<file path="src/rtl/assert_macros.svh">
// Assertion macros used by the RTL.
`ifndef ASSERT_MACROS_SVH
`define ASSERT_MACROS_SVH

// Concurrent assertion, sampled on clk_i, disabled while rst_ni is low.
`define JNC_ASSERT(lbl, prop, msg) \
  lbl: assert property (@(posedge clk_i) disable iff (!rst_ni) (prop)) else $error(msg);

// Implication form of the same check.
`define JNC_ASSERT_IMPL(lbl, ante, cons, msg) \
  lbl: assert property (@(posedge clk_i) disable iff (!rst_ni) (ante) |-> (cons)) \
    else $error(msg);

// Next-cycle implication form.
`define JNC_ASSERT_NEXT(lbl, ante, cons, msg) \
  lbl: assert property (@(posedge clk_i) disable iff (!rst_ni) (ante) |=> (cons)) \
    else $error(msg);

`endif

</file>
<file path="src/rtl/jnc_pkg.sv">
package jnc_pkg;

  localparam logic [7:0] ChOpenBrace    = 8'h7B;
  localparam logic [7:0] ChOpenBracket  = 8'h5B;
  localparam logic [7:0] ChCloseBrace   = 8'h7D;
  localparam logic [7:0] ChCloseBracket = 8'h5D;
  localparam logic [7:0] ChBackslash    = 8'h5C;
  localparam logic [7:0] ChQuote        = 8'h22;

  typedef enum logic {
    KIND_BRACE   = 1'b0,
    KIND_BRACKET = 1'b1
  } closer_kind_e;

  typedef logic [7:0] char_t;

endpackage

</file>
<file path="src/rtl/json_nesting_closer_top.sv">
// Channel | Direction | Handshake              | Payload
// input   | in        | in_valid_i / in_ready_o | symbol_i, final_char_i
// output  | out       | out_valid_o / out_ready_i | closer_o, nothing_to_add_o,
//         |           |                        | depth_overflow_o, run_end_o
//
// A character that is not the last one is accepted and gives no result.
// After the last character is accepted, the sequencer drains the closer stack
// one result per cycle while the output slot is free: a quote if a string is
// open, then N closers (N = stack entries), or one "nothing to add" result.
// Reset clears the flags and the stack count; the stack bits need no clearing.
// A stalled output transaction holds the sequencer in its drain step.
`include "assert_macros.svh"

module json_nesting_closer_top #(
  parameter int STACK_DEPTH = 32
) (
  input  logic              clk_i,
  input  logic              rst_ni,
  input  logic              in_valid_i,
  output logic              in_ready_o,
  input  jnc_pkg::char_t    symbol_i,
  input  logic              final_char_i,
  output logic              out_valid_o,
  input  logic              out_ready_i,
  output jnc_pkg::char_t    closer_o,
  output logic              nothing_to_add_o,
  output logic              depth_overflow_o,
  output logic              run_end_o
);
  import jnc_pkg::*;

  localparam int CntW = $clog2(STACK_DEPTH + 1);
  localparam int IdxW = (STACK_DEPTH > 1) ? $clog2(STACK_DEPTH) : 1;
  localparam logic [CntW-1:0] DepthCnt = CntW'(STACK_DEPTH);
  localparam logic [CntW-1:0] OneCnt   = CntW'(1);

  localparam logic S_IDLE = 1'b0;
  localparam logic S_EMIT = 1'b1;

  logic            state_q, state_d;
  logic            esc_q, esc_d;
  logic            str_q, str_d;
  logic            ovf_q, ovf_d;
  logic [CntW-1:0] cnt_q, cnt_d;
  logic [STACK_DEPTH-1:0] stack_q;

  logic            out_valid_q, out_valid_d;
  char_t           closer_q, closer_d;
  logic            none_q, none_d;
  logic            dovf_q, dovf_d;
  logic            last_q, last_d;

  logic            in_acc;
  logic            slot_free;
  logic            push_en;
  closer_kind_e    push_kind;
  logic [IdxW-1:0] top_idx;
  closer_kind_e    top_kind;
  logic            res_load;

  assign in_ready_o = (state_q == S_IDLE);
  assign in_acc     = in_valid_i & in_ready_o;
  assign slot_free  = ~out_valid_q | out_ready_i;
  assign top_idx    = IdxW'(cnt_q - OneCnt);
  assign top_kind   = closer_kind_e'(stack_q[top_idx]);

  always_comb begin
    state_d     = state_q;
    esc_d       = esc_q;
    str_d       = str_q;
    ovf_d       = ovf_q;
    cnt_d       = cnt_q;
    push_en     = 1'b0;
    push_kind   = KIND_BRACE;
    res_load    = 1'b0;
    out_valid_d = out_valid_q & ~out_ready_i;
    closer_d    = closer_q;
    none_d      = none_q;
    dovf_d      = dovf_q;
    last_d      = last_q;

    case (state_q)
      S_IDLE: begin
        if (in_acc) begin
          if (esc_q) begin
            esc_d = 1'b0;
          end else if (symbol_i == ChBackslash) begin
            esc_d = 1'b1;
          end else if (symbol_i == ChQuote) begin
            str_d = ~str_q;
          end else if (!str_q) begin
            if (symbol_i == ChOpenBrace || symbol_i == ChOpenBracket) begin
              push_kind = (symbol_i == ChOpenBracket) ? KIND_BRACKET : KIND_BRACE;
              if (cnt_q >= DepthCnt) begin
                ovf_d = 1'b1;
              end else begin
                push_en = 1'b1;
                cnt_d   = cnt_q + OneCnt;
              end
            end else if (symbol_i == ChCloseBrace || symbol_i == ChCloseBracket) begin
              if (cnt_q != '0 &&
                  top_kind == ((symbol_i == ChCloseBracket) ? KIND_BRACKET : KIND_BRACE)) begin
                cnt_d = cnt_q - OneCnt;
              end
            end
          end
          if (final_char_i) begin
            state_d = S_EMIT;
          end
        end
      end
      S_EMIT: begin
        if (slot_free) begin
          res_load    = 1'b1;
          out_valid_d = 1'b1;
          dovf_d      = ovf_q;
          if (str_q) begin
            closer_d = ChQuote;
            none_d   = 1'b0;
            last_d   = (cnt_q == '0);
            str_d    = 1'b0;
          end else if (cnt_q != '0) begin
            closer_d = (top_kind == KIND_BRACKET) ? ChCloseBracket : ChCloseBrace;
            none_d   = 1'b0;
            last_d   = (cnt_q == OneCnt);
            cnt_d    = cnt_q - OneCnt;
          end else begin
            closer_d = '0;
            none_d   = 1'b1;
            last_d   = 1'b1;
          end
          if (last_d) begin
            state_d = S_IDLE;
            esc_d   = 1'b0;
            str_d   = 1'b0;
            ovf_d   = 1'b0;
            cnt_d   = '0;
          end
        end
      end
      default: begin
        state_d = S_IDLE;
      end
    endcase
  end

  always_ff @(posedge clk_i or negedge rst_ni) begin
    if (!rst_ni) begin
      state_q     <= S_IDLE;
      esc_q       <= 1'b0;
      str_q       <= 1'b0;
      ovf_q       <= 1'b0;
      cnt_q       <= '0;
      out_valid_q <= 1'b0;
    end else begin
      state_q     <= state_d;
      esc_q       <= esc_d;
      str_q       <= str_d;
      ovf_q       <= ovf_d;
      cnt_q       <= cnt_d;
      out_valid_q <= out_valid_d;
    end
  end

  always_ff @(posedge clk_i) begin
    if (push_en) begin
      stack_q[cnt_q[IdxW-1:0]] <= push_kind;
    end
    closer_q <= closer_d;
    none_q   <= none_d;
    dovf_q   <= dovf_d;
    last_q   <= last_d;
  end

  assign out_valid_o      = out_valid_q;
  assign closer_o         = closer_q;
  assign nothing_to_add_o = none_q;
  assign depth_overflow_o = dovf_q;
  assign run_end_o        = last_q;

  `JNC_ASSERT(cnt_in_range_a, cnt_q <= DepthCnt, "Stack count exceeds the stack depth.")
  `JNC_ASSERT_IMPL(none_is_last_a, out_valid_o && nothing_to_add_o, run_end_o,
                   "A nothing-to-add result is not marked as the run end.")
  `JNC_ASSERT_NEXT(end_clears_a, res_load && last_d,
                   state_q == S_IDLE && cnt_q == '0 && !str_q && !ovf_q,
                   "State is not cleared after the last result of a run.")
  `JNC_ASSERT_IMPL(busy_not_ready_a, state_q == S_EMIT, !in_ready_o,
                   "Input is ready while the stack is draining.")

endmodule

</file>
<file path="config.mk">
export PLATFORM = sky130hd
export DESIGN_NAME = json_nesting_closer_top
export DESIGN_NICKNAME = d
export VERILOG_FILES = /design/src/rtl/jnc_pkg.sv /design/src/rtl/json_nesting_closer_top.sv
export VERILOG_INCLUDE_DIRS = /design/src /design/src/rtl
export SDC_FILE = /design/constraint.sdc
export NUM_CORES = 1
export LEC_CHECK = 0
export CORE_ASPECT_RATIO = 1.1
export CORE_UTILIZATION = 60
export DETAILED_ROUTE_END_ITERATION = 12
export DONT_BUFFER_PORTS = 1
export PLACE_DENSITY = 0.76
export SETUP_SLACK_MARGIN = 0.02
export SYNTH_ARGS = -nofsm -noshare
export SYNTH_HDL_FRONTEND = slang
export SYNTH_SLANG_ARGS = --single-unit
</file>
<file path="constraint.sdc">
create_clock -name clk_i -period 4.2 [get_ports clk_i]
set_clock_uncertainty 0.2 [all_clocks]
set_input_delay 1.26 -clock clk_i [delete_from_list [all_inputs] [get_ports clk_i]]
set_output_delay 1.26 -clock clk_i [all_outputs]
set_load 0.02 [all_outputs]
</file>
# After elaboration in Yosys (flattened, before gate mapping)
# Cells that the tools add are included.
[word_totals]
register_bits = 54
latch_bits = 0
mem_bits_rw = 0
rom_bits = 0
input_bits = 13
output_inout_bits = 13
mem_count = 0
[classes]
addsub = 2
multipliers = 0
div = 0
n_lt_le_gt_ge = 4
eq_ne = 23
shift = 0
n_mux = 70
bitwise_logic = 8
n_reduce_logical = 12
[ops]
columns = ["operator", "count"]
rows = [
  ["6-bit 2-to-1 mux", 15],
  ["1-bit 2-to-1 mux", 47],
  ["8-bit by 7-bit == test with 1-bit output (second input constant)", 5],
  ["32-bit bitwise mux", 1],
  ["5-bit by 6-bit less-than comparator with 1-bit output (second input constant)", 2],
  ["2-bit by 1-bit != test with 1-bit output (second input constant)", 6],
  ["6-bit case mux with 2 select lines", 1],
  ["11-bit AND reduction", 1],
  ["3-bit by 1-bit != test with 1-bit output (second input constant)", 3],
  ["9-bit AND reduction", 1],
  ["8-bit by 6-bit == test with 1-bit output (second input constant)", 1],
  ["2-bit != test (second input constant)", 4],
  ["1-bit case mux with 2 select lines", 4],
  ["6-bit by 1-bit adder with 6-bit output (second input constant)", 1],
  ["6-bit by 1-bit == test with 1-bit output (second input constant)", 1],
  ["6-bit >= comparator (second input constant)", 1],
  ["6-bit zero test", 1],
  ["6-bit nonzero test", 1],
  ["6-bit by 1-bit subtractor with 6-bit output (second input constant)", 1],
  ["1-bit binary-select mux with 5-bit select", 1],
  ["1-bit demux with 5-bit select", 1],
  ["5-bit by 1-bit >= comparator with 1-bit output (second input constant)", 1],
  ["1-bit NOT", 5],
  ["5-bit AND reduction", 1],
  ["10 further kinds", 13],
]

# Longest topological paths before layout
[logic_depth]
ltp_word = 14
mapped_depth = 11
depth_no_buf = 9

# Worst setup path after synthesis
# No wires, ideal clock.
[synth_timing]
path_kind = "input port to flip-flop"
from = "in symbol_i[7]"
to = "reg stack_q[0], data pin"
setup_ps = 445
arrival_ps = 3547
required_time_ps = 3555
slack_ps = 8
cell_stages = 4
path_cell_list = "or3b_2 nor2_1 nand2_1 nor3_1"
[synth_via]
elab_chain_cells = 10
elab_cells_between_ends = 14
cone_classes = "eq/ne: 4; mux: 9; reduce/logical: 1"
[synth_lines]
columns = ["item", "line_no", "source"]
rows = [
  ["from (decl)", "json_nesting_closer_top.sv:21", "input jnc_pkg::char_t symbol_i,"],
  ["8-bit by 7-bit == test with 1-bit output, on equally long branches", "json_nesting_closer_top.sv:92, json_nesting_closer_top.sv:93", ""],
  ["1-bit 2-to-1 mux or 1-bit logical OR (tied branches)", "json_nesting_closer_top.sv:93, json_nesting_closer_top.sv:92", ""],
  ["1-bit 2-to-1 mux", "json_nesting_closer_top.sv:92", "if (symbol_i == ChOpenBrace || symbol_i == ChOpenBracket) begin"],
  ["1-bit 2-to-1 mux", "json_nesting_closer_top.sv:91", "end else if (!str_q) begin"],
  ["1-bit 2-to-1 mux", "json_nesting_closer_top.sv:89", "end else if (symbol_i == ChQuote) begin"],
  ["1-bit 2-to-1 mux (*)", "json_nesting_closer_top.sv:87", "end else if (symbol_i == ChBackslash) begin"],
  ["1-bit 2-to-1 mux (*)", "json_nesting_closer_top.sv:85", "if (esc_q) begin"],
  ["1-bit 2-to-1 mux (*)", "json_nesting_closer_top.sv:84", "if (in_acc) begin"],
  ["1-bit 2-to-1 mux (*)", "json_nesting_closer_top.sv:82", "case (state_q)"],
  ["net push_kind", "json_nesting_closer_top.sv:56", "closer_kind_e push_kind;"],
  ["32-bit bitwise mux (*)", "json_nesting_closer_top.sv:167", "stack_q[cnt_q[IdxW-1:0]] <= push_kind;"],
  ["to (signal, indexed assignment)", "json_nesting_closer_top.sv:167", ""],
  ["to (decl)", "json_nesting_closer_top.sv:45", "logic [STACK_DEPTH-1:0] stack_q;"],
]
# Mark *: on every way through the listed nets, which the timed path passes. The rest lies on a longest branch.
# A chain may end at the register's enable or synchronous reset.

# Worst setup path in the final report
[layout_timing]
from = "reg cnt_q[1]"
to = "reg cnt_q[4]"
[layout_via]
elab_chain_cells = 10
elab_cells_between_ends = 33
cone_classes = "add/sub: 2; order compare: 1; eq/ne: 6; mux: 20; reduce/logical: 4"
[layout_lines]
columns = ["item", "line_no", "source"]
rows = [
  ["from (decl)", "json_nesting_closer_top.sv:44", "logic [CntW-1:0] cnt_q, cnt_d;"],
  ["from (signal assigned)", "json_nesting_closer_top.sv:160", "cnt_q <= cnt_d;"],
  ["branches (longest 10 deep; another with 6-bit by 1-bit subtractor with 6-bit output)", "n/a", ""],
]
# Several ways; the timed one is not identified. The select of a mux whose other input is x is not followed.

==> impl_metrics.ini <==
[outcome]
status = finished clean

[grt]
grt_usage = 0.251
first_global_vias = 1800
antenna_found_initial = 0
grt_pass1_wl_um = 8400
grt_max_degree = 33
grt_overflow_total = 0

[routing]
wl_met1_um = 1860
wl_met3_um = 240
routed_wl_um = 5080
vias = 1690
drc_errors = 0
viasPerCell = 6.26
firstDrtPassIters = 5
antenna_left = 0
met2_wirelength_um = 2800
wl_per_cell_um = 18.8
drt-initial-drc-count = 175
top_layer = met4

[cts]
numCtsBuffers = 5
cts.sinks = 49
path_clk_slew_ps = 80
insertion_delay_ps = 300
cts_tree = built
cts_setup_buffers = 0
cts_hold_buf = 0
cts-root-buf = clkbuf_8
cts_resized = 0
clockBufferDepth = 2
htree_levels = 2

[synth]
yosysMostFrequentCell = nor2_1
yosysUniqueCellTypes = 41
synth_seq_cells = 49
synth-main-ff-cell = edfxtp_1
syn_area_per_cell_um2 = 11.7
synth_fa_ha_area_frac = 0.0242
synthMuxAreaShare = 0.121
synth_top_area_cell = edfxtp_1
synth_top_family_by_area = simple AND/OR/NAND/NOR gates
synth_xor_area_frac = 0.0271
syn_nets = 239
synth-compound-area-share = 0.0630
netlist_instances = 221
async_flop_share = 0.224
yosys.area_share.simple = 0.173
synthTopCellsByArea = edfxtp_1 44%, dfrtp_1 11%, mux4_2 8.7%
yosysWarnings = 0
ys_seq_area_frac = 0.549
synth_edf_count = 38
synth_common_cells = 43 x nor2_1, 38 x edfxtp_1, 17 x nand2_1
synth_top_area_frac = 0.442
syn_area_mm2 = 0.00258

[floorplanning]
core_mm2 = 0.00405
dieArea_mm2 = 0.00457
rows = 24
ioPinCount = 26
initial_utilization = 0.637
die_x_um = 64.5
dieHeight_um = 70.8

[setup_path]
cp_max_fo = 6
setup.worst_path.start_class = register
cp_num_cells = 9
endpoint = cnt_q[4]
r2r_start = cnt_q[1]
r2r_slack_ps = 740
ff2ff_path_depth = 9
required_ps = 4180
critPathSlowestCell = mux4_2
arrival_ps = 3440
critical_path.top_delay_family = multiplexers
worstReg2RegEnd = cnt_q[4]
max_stage_delay_ps = 620
cp.buffers_inverters = 1
worstPathCellList = inv_1, ha_1, nor3b_1, xor2_1, mux4_2, mux2i_4, xnor2_1, o21ai_4, mux2_1
end_kind = register
cp-startpoint = cnt_q[1]
critPathKind = register to register

[run]
drv_cap = 0

[sta]
hold_viol_final = 0
slew_headroom = 0.405
setup_tns_ps = 0
period_minus_slack_ps = 3460
min_period_over_period = 0.824
fmax_mhz = 289
final_max_slew_viol_count = 0
rsz0062_at_grt = no
setup_viol = 0
tightest_slew_ps = 894

[cells_and_area]
syn_to_final_growth_pct = 3.88
fill_cells = 299
layout.nets = 235
fin_util = 0.661
drive_above_1_share = 0.133
antenna_cells = 0

[pwr]
ir_worst_vdd_mv = 0.284
powerDensity_mw_per_mm2 = 651
p_leak_uw = 0.000882

[place]
place_congestion = 0.907
dp_hpwl_um = 3770
port_buffers = 0

[worst_hold_path]
hold_class = register to register
[cell type report]
cell class / instances / area (um2) / area share
clock inverter: 2 / 15.0 / 0.00560
inverter: 7 / 26.3 / 0.00980
sequential: 49 / 1420 / 0.528
clock buffer: 6 / 72.6 / 0.0271
multi-input combinational: 151 / 1060 / 0.397
tap: 52 / 65.1 / 0.0243
timing repair buffer: 3 / 22.5 / 0.00840
[flip-flops by register name, summed over array words and instances (netlist names)]
signal and count:
stack_q 32, cnt_q 6, closer_o 3, depth_overflow_o 1, esc_q 1, nothing_to_add_o 1, out_valid_o 1, ovf_q 1
run_end_o 1, state_q 1, str_q 1
[logic make-up after synthesis]
kind of cell | after synthesis
AND/OR/NAND/NOR | 95
flip-flops | 49
AO/OA/AOI/OAI | 25
buffers and inverters | 21
multiplexers | 17
XOR/XNOR | 8
adder cells (fa/ha/maj) | 5
other | 1
[worst register-to-register path: stages, from the launching register on]
cell and delay (ps):
dfrtp_1 460, inv_1 180, ha_1 200, nor3b_1 250
xor2_1 450, mux4_2 620, mux2i_4 210, xnor2_1 140
o21ai_4 280, mux2_1 370
[how the worst min path moves through the flow]
stage	startpoint	endpoint	slack [ps]	cells after the start
global placement	ovf_q	depth_overflow_o	250	0
CTS	ovf_q	depth_overflow_o	280	0
finish	ovf_q	depth_overflow_o	280	0
floorplan	ovf_q	depth_overflow_o	230	0
global route	ovf_q	depth_overflow_o	290	0
detailed placement	ovf_q	depth_overflow_o	260	0
[placed cells by master (no fill, tap or decap), drive strengths merged, types with 2 or more instances in the layout]
master	count
a21oi	3
a31oi	2
buf	3
clkbuf	6
clkinvlp	2
dfrtp	11
edfxtp	38
ha	5
inv	6
mux2	4
mux2i	3
mux4	10
nand2	17
nand3	6
nand3b	4
nand4	2
nor2	43
nor3	11
o21ai	13
o31ai	2
or3	2
or3b	3
or4b	2
xnor2	3
xor2	5
[report_power, final]
| part | switching, uW | total, uW | internal, uW |
|---|---|---|---|
| registers | 121 | 711 | 590 |
| logic | 448 | 765 | 317 |
| clock network | 152 | 269 | 117 |
| total | 721 | 1750 | 1020 |
[metal layers]
metal | vias up | GRT usage
met5 | - | 0
met4 | 0 | 0.146
met1 | 814 | 0.267
li1 | 788 | -
met2 | 71 | 0.455
met3 | 17 | 0.0484
[stage by stage]
| stage | area (um2) | hold slack (ps) | setup WS (ps) | power [uW] | instances |
|---|---|---|---|---|---|
| finish | 2680 | 282 | 741 | 1750 | 270 |
| global route | 2680 | 289 | 529 | 1850 | 270 |
| CTS | 2680 | 282 | 744 | 1750 | 270 |
| detailed placement | 2590 | 262 | 628 | 1480 | 262 |
| global placement | 2590 | 252 | 627 | 1450 | 262 |
| floorplan | 2590 | 225 | 614 | 1320 | 221 |
No activity file was read; power rests on OpenSTA's default activity.
